--- config.mk ---
export PLATFORM = sky130hd
export DESIGN_NAME = xor_decrypt_marker_extract
export DESIGN_NICKNAME = d
export VERILOG_FILES = /design/src/rtl/xdme_pkg.sv /design/src/rtl/xdme_front.sv /design/src/rtl/xdme_queue.sv /design/src/rtl/xdme_back.sv /design/src/rtl/xor_decrypt_marker_extract.sv
export SDC_FILE = /design/constraint.sdc
export NUM_CORES = 1
export LEC_CHECK = 0
export BUFFER_PORTS_ARGS = -buffer_cell sky130_fd_sc_hd__buf_2
export CAP_MARGIN = 20
export CORE_UTILIZATION = 38
export CTS_BUF_LIST = sky130_fd_sc_hd__clkbuf_4 sky130_fd_sc_hd__clkbuf_8
export DETAILED_ROUTE_END_ITERATION = 6
export MAX_ROUTING_LAYER = met4
export PLACE_DENSITY = 0.63
export SLEW_MARGIN = 20
export SYNTH_ARGS = -nofsm -noshare
export SYNTH_HDL_FRONTEND = slang
export SYNTH_SLANG_ARGS = --single-unit
--- constraint.sdc ---
create_clock -name i_clk -period 8.9 [get_ports i_clk]
set_clock_uncertainty 0.1 [all_clocks]
set_input_delay 0.89 -clock i_clk [delete_from_list [all_inputs] [get_ports i_clk]]
set_output_delay 0.89 -clock i_clk [all_outputs]
set_load 0.01 [all_outputs]
--- src/rtl/xdme_pkg.sv ---
// Shared types and constants for the XOR decrypt / end marker extract block.
`timescale 1ns / 1ps

package xdme_pkg;

    // Default marker window depth and front/back queue depth
    localparam int MAX_MARKER_DEF = 8;
    localparam int QUEUE_DEPTH_DEF = 4;

    // Configuration register indexes
    localparam logic [1:0] REG_KEY_FOLD      = 2'd0;
    localparam logic [1:0] REG_START_OFFSET  = 2'd1;
    localparam logic [1:0] REG_MARKER_BYTES  = 2'd2;
    localparam logic [1:0] REG_MARKER_LENGTH = 2'd3;

    // What a queued word asks the back end to do
    typedef enum logic {
        KIND_DATA,
        KIND_OFS_END
    } t_kind;

    // End status codes
    typedef enum logic [1:0] {
        STAT_FOUND     = 2'd0,
        STAT_NOT_FOUND = 2'd1,
        STAT_OFS_END   = 2'd2
    } t_status;

    // Back end sequencing
    typedef enum logic {
        ST_RUN,
        ST_FLUSH
    } t_back_state;

    // One queued word from front to back
    typedef struct packed {
        t_kind      kind;
        logic [7:0] data;
        logic       last;
    } t_entry;

endpackage

--- src/rtl/xdme_front.sv ---
// Front end: offset skipping, key XOR and classification of input words.
`timescale 1ns / 1ps

module xdme_front
    import xdme_pkg::*;
(
    input  logic        i_clk,
    input  logic        i_rst_n,
    input  logic        i_s_tvalid,
    output logic        o_s_tready,
    input  logic [7:0]  i_s_tdata,   // in_byte
    input  logic        i_s_tlast,   // in_last
    input  logic [7:0]  i_key_fold,
    input  logic [31:0] i_start_offset,
    input  logic        i_full,
    output logic        o_push,
    output t_entry      o_entry
);

    logic [31:0] r_skip;
    logic        r_any_data;
    logic [31:0] n_skip;
    logic        n_any_data;
    logic        skip;
    logic        accept;

    // Still inside the leading offset region
    assign skip       = !r_any_data && (r_skip < i_start_offset);
    assign o_s_tready = !i_full;
    assign accept     = i_s_tvalid && !i_full;

    // Skipped words are dropped unless they end the stream
    assign o_push        = accept && (!skip || i_s_tlast);
    assign o_entry.kind  = skip ? KIND_OFS_END : KIND_DATA;
    assign o_entry.data  = skip ? 8'd0 : (i_s_tdata ^ i_key_fold);
    assign o_entry.last  = i_s_tlast;

    // Skip tracking, rearmed by the final word of a stream
    always_comb begin
        n_skip     = r_skip;
        n_any_data = r_any_data;
        if (accept) begin
            if (i_s_tlast) begin
                n_skip     = 32'd0;
                n_any_data = 1'b0;
            end else if (skip) begin
                n_skip = r_skip + 32'd1;
            end else begin
                n_any_data = 1'b1;
            end
        end
    end

    always_ff @(posedge i_clk) begin
        if (!i_rst_n) begin
            r_skip     <= 32'd0;
            r_any_data <= 1'b0;
        end else begin
            r_skip     <= n_skip;
            r_any_data <= n_any_data;
        end
    end

endmodule

--- src/rtl/xdme_queue.sv ---
// Short register queue between front and back end.
`timescale 1ns / 1ps

module xdme_queue
    import xdme_pkg::*;
#(
    parameter int DEPTH = QUEUE_DEPTH_DEF
) (
    input  logic   i_clk,
    input  logic   i_rst_n,
    input  logic   i_push,
    input  t_entry i_entry,
    output logic   o_full,
    input  logic   i_pop,
    output logic   o_head_valid,
    output t_entry o_head
);

    localparam int PW = (DEPTH > 1) ? $clog2(DEPTH) : 1;
    localparam int CW = $clog2(DEPTH + 1);

    t_entry          r_mem [DEPTH];
    logic [PW-1:0]   r_wr_ptr;
    logic [PW-1:0]   r_rd_ptr;
    logic [CW-1:0]   r_count;
    logic [PW-1:0]   n_wr_ptr;
    logic [PW-1:0]   n_rd_ptr;
    logic [CW-1:0]   n_count;
    logic            do_push;
    logic            do_pop;

    assign o_full       = (r_count == CW'(DEPTH));
    assign o_head_valid = (r_count != '0);
    assign o_head       = r_mem[r_rd_ptr];
    assign do_push      = i_push && !o_full;
    assign do_pop       = i_pop && o_head_valid;

    // Pointer wrap and occupancy
    always_comb begin
        n_wr_ptr = r_wr_ptr;
        n_rd_ptr = r_rd_ptr;
        n_count  = r_count;
        if (do_push) begin
            n_wr_ptr = (r_wr_ptr == PW'(DEPTH - 1)) ? '0 : r_wr_ptr + PW'(1);
        end
        if (do_pop) begin
            n_rd_ptr = (r_rd_ptr == PW'(DEPTH - 1)) ? '0 : r_rd_ptr + PW'(1);
        end
        if (do_push && !do_pop) begin
            n_count = r_count + CW'(1);
        end else if (!do_push && do_pop) begin
            n_count = r_count - CW'(1);
        end
    end

    always_ff @(posedge i_clk) begin
        if (!i_rst_n) begin
            r_wr_ptr <= '0;
            r_rd_ptr <= '0;
            r_count  <= '0;
        end else begin
            r_wr_ptr <= n_wr_ptr;
            r_rd_ptr <= n_rd_ptr;
            r_count  <= n_count;
        end
    end

    // Storage, no reset needed
    always_ff @(posedge i_clk) begin
        if (do_push) begin
            r_mem[r_wr_ptr] <= i_entry;
        end
    end

endmodule

--- src/rtl/xdme_back.sv ---
// Back end: match window, marker compare, byte emission and output register.
`timescale 1ns / 1ps

module xdme_back
    import xdme_pkg::*;
#(
    parameter int MAX_MARKER = MAX_MARKER_DEF
) (
    input  logic        i_clk,
    input  logic        i_rst_n,
    input  logic        i_head_valid,
    input  t_entry      i_head,
    output logic        o_pop,
    input  logic [63:0] i_marker_bytes,
    input  logic [3:0]  i_marker_length,
    output logic        o_m_tvalid,
    input  logic        i_m_tready,
    output logic [7:0]  o_m_tdata,   // data_byte
    output logic        o_m_tlast,   // end_of_message
    output logic [2:0]  o_m_tuser    // byte_valid, status[1:0]
);

    localparam int FW = $clog2(MAX_MARKER + 1);

    t_back_state r_state;
    t_back_state n_state;
    logic [7:0]  r_win [MAX_MARKER];
    logic [7:0]  n_win [MAX_MARKER];
    logic [FW-1:0] r_fill;
    logic [FW-1:0] n_fill;
    logic        r_seen;
    logic        n_seen;

    logic        r_out_valid;
    logic [7:0]  r_out_data;
    logic        r_out_bvalid;
    logic        r_out_eom;
    t_status     r_out_status;

    logic        e_valid;
    logic [7:0]  e_data;
    logic        e_bvalid;
    logic        e_eom;
    t_status     e_status;

    logic [FW-1:0] len;
    logic          out_free;
    logic          go;
    logic          popping;
    logic          final_pop;
    logic [FW-1:0] bfill;
    logic [7:0]    shifted [MAX_MARKER];
    logic [7:0]    cand [MAX_MARKER];
    logic          match;
    logic          cmp_ok;

    // Marker length clamped to 1..MAX_MARKER
    always_comb begin
        if (i_marker_length == 4'd0) begin
            len = FW'(1);
        end else if (i_marker_length > 4'(MAX_MARKER)) begin
            len = FW'(MAX_MARKER);
        end else begin
            len = i_marker_length[FW-1:0];
        end
    end

    assign out_free  = !r_out_valid || i_m_tready;
    assign go        = i_head_valid && out_free;
    assign popping   = (r_fill >= len);
    assign final_pop = (r_fill == len);
    assign bfill     = popping ? (r_fill - FW'(1)) : r_fill;

    // Window after one pop, and after the incoming word is appended
    always_comb begin
        for (int i = 0; i < MAX_MARKER; i++) begin
            shifted[i] = (i < MAX_MARKER - 1) ? r_win[(i + 1) % MAX_MARKER] : 8'd0;
        end
        for (int i = 0; i < MAX_MARKER; i++) begin
            cand[i] = popping ? shifted[i] : r_win[i];
            if (FW'(i) == bfill) begin
                cand[i] = i_head.data;
            end
        end
    end

    // Parallel marker compare over the low len bytes
    always_comb begin
        cmp_ok = 1'b1;
        for (int i = 0; i < MAX_MARKER; i++) begin
            if ((FW'(i) < len) && (cand[i] != i_marker_bytes[8*i +: 8])) begin
                cmp_ok = 1'b0;
            end
        end
        match = cmp_ok && ((bfill + FW'(1)) == len);
    end

    // Next state: a final word without match drains the window
    always_comb begin
        n_state = r_state;
        case (r_state)
            ST_RUN: begin
                if (go && i_head.kind == KIND_DATA && !r_seen
                    && (!popping || final_pop) && !match && i_head.last) begin
                    n_state = ST_FLUSH;
                end
            end
            ST_FLUSH: begin
                if (go && r_fill == FW'(1)) begin
                    n_state = ST_RUN;
                end
            end
            default: n_state = ST_RUN;
        endcase
    end

    // Window update, queue pop and emitted word
    always_comb begin
        n_win    = r_win;
        n_fill   = r_fill;
        n_seen   = r_seen;
        o_pop    = 1'b0;
        e_valid  = 1'b0;
        e_data   = 8'd0;
        e_bvalid = 1'b0;
        e_eom    = 1'b0;
        e_status = STAT_FOUND;
        if (go) begin
            case (r_state)
                ST_RUN: begin
                    if (i_head.kind == KIND_OFS_END) begin
                        e_valid  = 1'b1;
                        e_eom    = 1'b1;
                        e_status = STAT_OFS_END;
                        n_fill   = '0;
                        n_seen   = 1'b0;
                        o_pop    = 1'b1;
                    end else if (r_seen) begin
                        o_pop = 1'b1;
                        if (i_head.last) begin
                            n_fill = '0;
                            n_seen = 1'b0;
                        end
                    end else if (popping && !final_pop) begin
                        // window longer than marker: drain one oldest byte
                        e_valid  = 1'b1;
                        e_data   = r_win[0];
                        e_bvalid = 1'b1;
                        n_win    = shifted;
                        n_fill   = r_fill - FW'(1);
                    end else begin
                        // append the word, emitting the oldest if window is full
                        n_win  = cand;
                        n_fill = bfill + FW'(1);
                        if (popping) begin
                            e_valid  = 1'b1;
                            e_data   = r_win[0];
                            e_bvalid = 1'b1;
                        end
                        if (match) begin
                            e_valid = 1'b1;
                            e_eom   = 1'b1;
                            o_pop   = 1'b1;
                            if (i_head.last) begin
                                n_fill = '0;
                                n_seen = 1'b0;
                            end else begin
                                n_seen = 1'b1;
                            end
                        end else if (!i_head.last) begin
                            o_pop = 1'b1;
                        end
                    end
                end
                ST_FLUSH: begin
                    e_valid  = 1'b1;
                    e_data   = r_win[0];
                    e_bvalid = 1'b1;
                    n_win    = shifted;
                    n_fill   = r_fill - FW'(1);
                    if (r_fill == FW'(1)) begin
                        e_eom    = 1'b1;
                        e_status = STAT_NOT_FOUND;
                        n_fill   = '0;
                        n_seen   = 1'b0;
                        o_pop    = 1'b1;
                    end
                end
                default: begin
                    n_fill = '0;
                end
            endcase
        end
    end

    // Control registers
    always_ff @(posedge i_clk) begin
        if (!i_rst_n) begin
            r_state     <= ST_RUN;
            r_fill      <= '0;
            r_seen      <= 1'b0;
            r_out_valid <= 1'b0;
        end else begin
            r_state <= n_state;
            r_fill  <= n_fill;
            r_seen  <= n_seen;
            if (out_free) begin
                r_out_valid <= e_valid;
            end
        end
    end

    // Window bytes and output word
    always_ff @(posedge i_clk) begin
        r_win <= n_win;
        if (out_free) begin
            r_out_data   <= e_data;
            r_out_bvalid <= e_bvalid;
            r_out_eom    <= e_eom;
            r_out_status <= e_status;
        end
    end

    assign o_m_tvalid = r_out_valid;
    assign o_m_tdata  = r_out_data;
    assign o_m_tlast  = r_out_eom;
    assign o_m_tuser  = {r_out_status, r_out_bvalid};

endmodule

--- src/rtl/xor_decrypt_marker_extract.sv ---
// XOR decrypt / end marker extract: top level with configuration registers.
// Path: an accepted input word is written into the queue, then the back end registers the result word.
// Throughput: one byte per cycle while i_m_tready is high; each extra window byte drained
//   after a marker length cut, and each byte flushed at stream end, is emitted without a new input byte.
// Reset: synchronous active-low i_rst_n clears skip, window and queue state,
//   sets key_fold, start_offset, marker_bytes to 0 and marker_length to 1.
`timescale 1ns / 1ps

module xor_decrypt_marker_extract
    import xdme_pkg::*;
#(
    parameter int MAX_MARKER  = MAX_MARKER_DEF,
    parameter int QUEUE_DEPTH = QUEUE_DEPTH_DEF
) (
    input  logic        i_clk,
    input  logic        i_rst_n,
    input  logic        i_s_tvalid,
    output logic        o_s_tready,
    input  logic [7:0]  i_s_tdata,   // in_byte
    input  logic        i_s_tlast,   // in_last
    output logic        o_m_tvalid,
    input  logic        i_m_tready,
    output logic [7:0]  o_m_tdata,   // data_byte
    output logic        o_m_tlast,   // end_of_message
    output logic [2:0]  o_m_tuser,   // byte_valid, status[1:0]
    input  logic        i_cfg_we,
    input  logic [1:0]  i_cfg_addr,
    input  logic [63:0] i_cfg_wdata
);

    logic [7:0]  r_key_fold;
    logic [31:0] r_start_offset;
    logic [63:0] r_marker_bytes;
    logic [3:0]  r_marker_length;

    logic   push;
    t_entry push_entry;
    logic   full;
    logic   pop;
    logic   head_valid;
    t_entry head;

    // Configuration registers
    always_ff @(posedge i_clk) begin
        if (!i_rst_n) begin
            r_key_fold      <= 8'd0;
            r_start_offset  <= 32'd0;
            r_marker_bytes  <= 64'd0;
            r_marker_length <= 4'd1;
        end else if (i_cfg_we) begin
            case (i_cfg_addr)
                REG_KEY_FOLD:      r_key_fold      <= i_cfg_wdata[7:0];
                REG_START_OFFSET:  r_start_offset  <= i_cfg_wdata[31:0];
                REG_MARKER_BYTES:  r_marker_bytes  <= i_cfg_wdata;
                REG_MARKER_LENGTH: r_marker_length <= i_cfg_wdata[3:0];
                default:           r_key_fold      <= r_key_fold;
            endcase
        end
    end

    xdme_front u_front (
        .i_clk          (i_clk),
        .i_rst_n        (i_rst_n),
        .i_s_tvalid     (i_s_tvalid),
        .o_s_tready     (o_s_tready),
        .i_s_tdata      (i_s_tdata),
        .i_s_tlast      (i_s_tlast),
        .i_key_fold     (r_key_fold),
        .i_start_offset (r_start_offset),
        .i_full         (full),
        .o_push         (push),
        .o_entry        (push_entry)
    );

    xdme_queue #(
        .DEPTH (QUEUE_DEPTH)
    ) u_queue (
        .i_clk        (i_clk),
        .i_rst_n      (i_rst_n),
        .i_push       (push),
        .i_entry      (push_entry),
        .o_full       (full),
        .i_pop        (pop),
        .o_head_valid (head_valid),
        .o_head       (head)
    );

    xdme_back #(
        .MAX_MARKER (MAX_MARKER)
    ) u_back (
        .i_clk           (i_clk),
        .i_rst_n         (i_rst_n),
        .i_head_valid    (head_valid),
        .i_head          (head),
        .o_pop           (pop),
        .i_marker_bytes  (r_marker_bytes),
        .i_marker_length (r_marker_length),
        .o_m_tvalid      (o_m_tvalid),
        .i_m_tready      (i_m_tready),
        .o_m_tdata       (o_m_tdata),
        .o_m_tlast       (o_m_tlast),
        .o_m_tuser       (o_m_tuser)
    );

endmodule
==> impl_results.md <==
- Outcome: completed
- RSZ-0062 raised after global routing: no
- Crit path kind: flip-flop to flip-flop
- Yosys warnings: 0
- Input/output buffers: 93
- Post-synth EDFFs: 116
- CTS Hold Buffers Added: 0
- Core footprint: 0.04001 mm2
- Crit end category: flip-flop
- Routed length on met3: 2892 um
- Vias in the first global route: 12600
- CTS max path bufs: 3
- Setup repair bufs after CTS: 0
- Switching power total: 2.891 mW
- Worst Min Path Start: r_start_offset[26]$_SDFFE_PN0P_
- Share of post-route cells with drive strength above 1: 0.1290
- HP Class: flip-flop to flip-flop
- Avg Cell Area, Syn: 8.805 um2
- Reg clk slew, reported paths: 0.06 ns
- Worst r2r src: r_marker_length[3]$_SDFFE_PN0P_
- Pre-Repair DR Iteration Count: 6
- WP data arrival: 7.45 ns
- Die Y-Extent: 203.9 um
- I/O pins: 94
- Total of max-cap violations: 0
- Yosys reg bits: 273
- Highest-delay cell along the critical path: o41ai_1
- Area occupied by multi-input gates: 0.008288 mm2
- Pins over their slew limit: 0
- Initial drt markers: 1253
- Overflow after GRT: 0
- DRC viols: 0
- DR vias: 13260
- CTS buffer count: 50
- Metal2 WL: 20030 um
- Final #Nets: 1941
- Top_reg_cell synth: dfxtp_1
- Crit path max fanout: 20
- Switching share of power: 0.4450
- Top-area cell type share of the netlist area: 0.2248
- DIE AREA: 0.04159 mm2
- Combinational power share: 0.497
- Worst-skew pair later-pin latency: 0.63 ns
- H-tree Lvls: 2
- Cell area power density: 372.6 mW/mm2
- Max IR drop VDD: 0.2250 mV
- Crit path from: r_marker_length[3]$_SDFFE_PN0P_
- Filler cells: 3974
- Cell taking the most area after synthesis: edfxtp_1
- DR WL/cell: 18.49 um
- Area contributors post-synth: edfxtp_1 22%, dfxtp_1 20%, nand2_1 7.5%
- Period utilization: 0.7889
- Worst Path Required: 9.33 ns
- Slew @ Worst Pin: 1.021 ns
- P&R area growth vs syn: 12.51%
- Ys async rst share: 0
- Placed Area: 0.01635 mm2
- Root Driver: clkbuf_8
- CTS resizes: 0
- Crit start category: flip-flop
- Worst Path Buf+Inv: 3
- Critical Path, Cell by Cell: inv_1 > nand2_1 > ha_1 > nor2b_1 > o211a_1 > nor2_2 > buf_4 > xnor2_1 > ha_1 > o2111ai_2 > mux2i_1 > xnor2_1 > nand4_1 > o41ai_1 > o2111a_1 > o21ai_2 > ha_1 > inv_1 > fa_1 > xor2_1 > or3_1 > a21boi_0
- First-pass GRT wire length: 69880 um
- Fmax: 142.4 MHz
- Largest stage delay on the critical path: 0.80 ns
- Antenna violations before repair: 1
- Wire length on met1: 19890 um
- Slew margin rel.: 0.3190
- Final design area excluding fillers: 0.01744 mm2
- Vias per std cell: 5.574
- DR top layer: met4
- # rows: 73
- GRT Overall Usage: 0.2193
- Flop pwr share: 0.307
- Hpwl dp: 30280 um
- Sequential-to-total area share from yosys stat: 0.4276
- Post-Syn Instances: 1760
- Reg area: 0.006626 mm2
- Chip Width: 203.9 um
- GP Congestion: 0.9271
- Clock network fraction of total power: 0.196
- Post-synth top cells: 310 x nand2_1, 157 x dfxtp_1, 136 x nor2_1
- Crit-path leading delay family: compound AO/OA/AOI/OAI gates
- Largest net degree at the start of global routing: 65
- Mapped cell area: 0.01550 mm2
- Starting Density: 0.3874
- CP most frequent cell: ha_1
- Final Hold Viols: 0
- Setup_tns: 0 ns
- Count leader, synth: nand2_1
- Cell Int Power: 3.605 mW
- Clock tree sinks: 273
- CTS tree: built
- Minimum clock period: 7.021 ns
- Synth unique cells: 70
- Post-route ant nets: 0
- Syn Nets: 1889
- Leak: 6.677 nW
- Final setup violation count: 0
- Final wirelength: 43990 um
flip-flops by register name, indices dropped and copies added (netlist names), 2 cells and up, named ones only:
signal and count:
r_marker_bytes 64, r_key_fold 8, u_queue.r_count 3, u_back.r_win 64
u_back.o_m_tdata 8, u_back.r_fill 4, u_queue.r_rd_ptr 2, u_front.r_skip 32
u_queue.r_mem 40, r_start_offset 32, r_marker_length 4, u_back.r_out_status 2
u_queue.r_wr_ptr 2
layout by cell type, fill, tap and decap left out, types with 8 or more instances in the layout:
cell      count
a21oi_1     110
clkinv_1      8
or3_1        25
mux4_2       10
mux2_2       13
xor2_1       33
clkbuf_8     56
nand3_1      42
a22o_1        9
and4_1        8
a31oi_1      10
a21o_1       17
nand2b_1     34
nor2_1      132
a311oi_1      9
clkinv_2     11
nand4_1      32
and2_1       19
nand2_1     310
nor3_1       19
ha_1         48
edfxtp_1    116
mux2i_1      72
clkbuf_4     13
dfxtp_1     157
buf_4        17
a22oi_1       9
nor2b_1      15
buf_2        93
xnor2_1      26
a21boi_0    112
and3_1       37
o22ai_1      63
inv_1        47
o21ai_0      53
worst min-delay path: cells and delay by family, from the launching register on:
| kind | cells | cell delay [ns] |
|---|---|---|
| flops | 1 | 0.31 |
| simple gates | 1 | 0.05 |
| compound gates | 1 | 0.05 |
logic make-up after synthesis:
family                   share of synthesized area
AO/OA/AOI/OAI                               0.1817
XOR/XNOR                                   0.03334
adder cells (fa/ha/maj)                    0.04005
buffers and inverters                      0.04045
flip-flops                                  0.4276
multiplexers                               0.07048
AND/OR/NAND/NOR                             0.2064
power groups by stage:
stage / combinational, mW / sequential, mW / clock, mW
CTS: 3.17 / 1.98 / 1.31
detailed placement: 3.16 / 2.01 / 0
global route: 3.56 / 2.02 / 1.36
global placement: 3.10 / 2.00 / 0
finish: 3.23 / 2.00 / 1.27
floorplan: 2.45 / 1.88 / 0
stage by stage:
stage | power (mW) | util | hold slack (ns) | setup slack [ns] | instances
after floorplan | 4.328 | - | 0.3363 | 2.660 | 1760
after global placement | 5.094 | 0.4087 | 0.3462 | 2.213 | 2284
after detailed placement | 5.164 | 0.4087 | 0.3511 | 1.969 | 2284
after CTS | 6.463 | 0.4355 | 0.3593 | 1.956 | 2377
after global routing | 6.930 | 0.4358 | 0.3809 | 1.288 | 2379
final | 6.496 | 0.4358 | 0.3606 | 1.879 | 2379
cell type report:
type,instances,area share
tap,525,0.03767
antenna,1,0.0001435
clock buffer,69,0.04980
timing repair buffer,111,0.03466
clock inverter,24,0.01155
inverter,50,0.01076
multi-input combinational,1326,0.4753
sequential,273,0.3800
routing by layer:
metal	vias up	track usage
met4	0	0.07409
met1	6309	0.2920
met5	-	-
li1	6393	-
met3	91	0.03332
met2	467	0.3395
path summary, 6_finish.rpt:
| path | endpoint | slack, ns | depth (start not counted) |
|---|---|---|---|
| worst max register to register | u_queue.r_count[2]$_SDFFE_PN0P_ | 1.88 | 22 |
| worst min register to register | r_start_offset[26]$_SDFFE_PN0P_ | 0.36 | 2 |
| worst min-delay path | r_start_offset[26]$_SDFFE_PN0P_ | 0.36 | 2 |
| worst max-delay path | u_queue.r_count[2]$_SDFFE_PN0P_ | 1.88 | 22 |
Power figures use the tool's default switching activity.
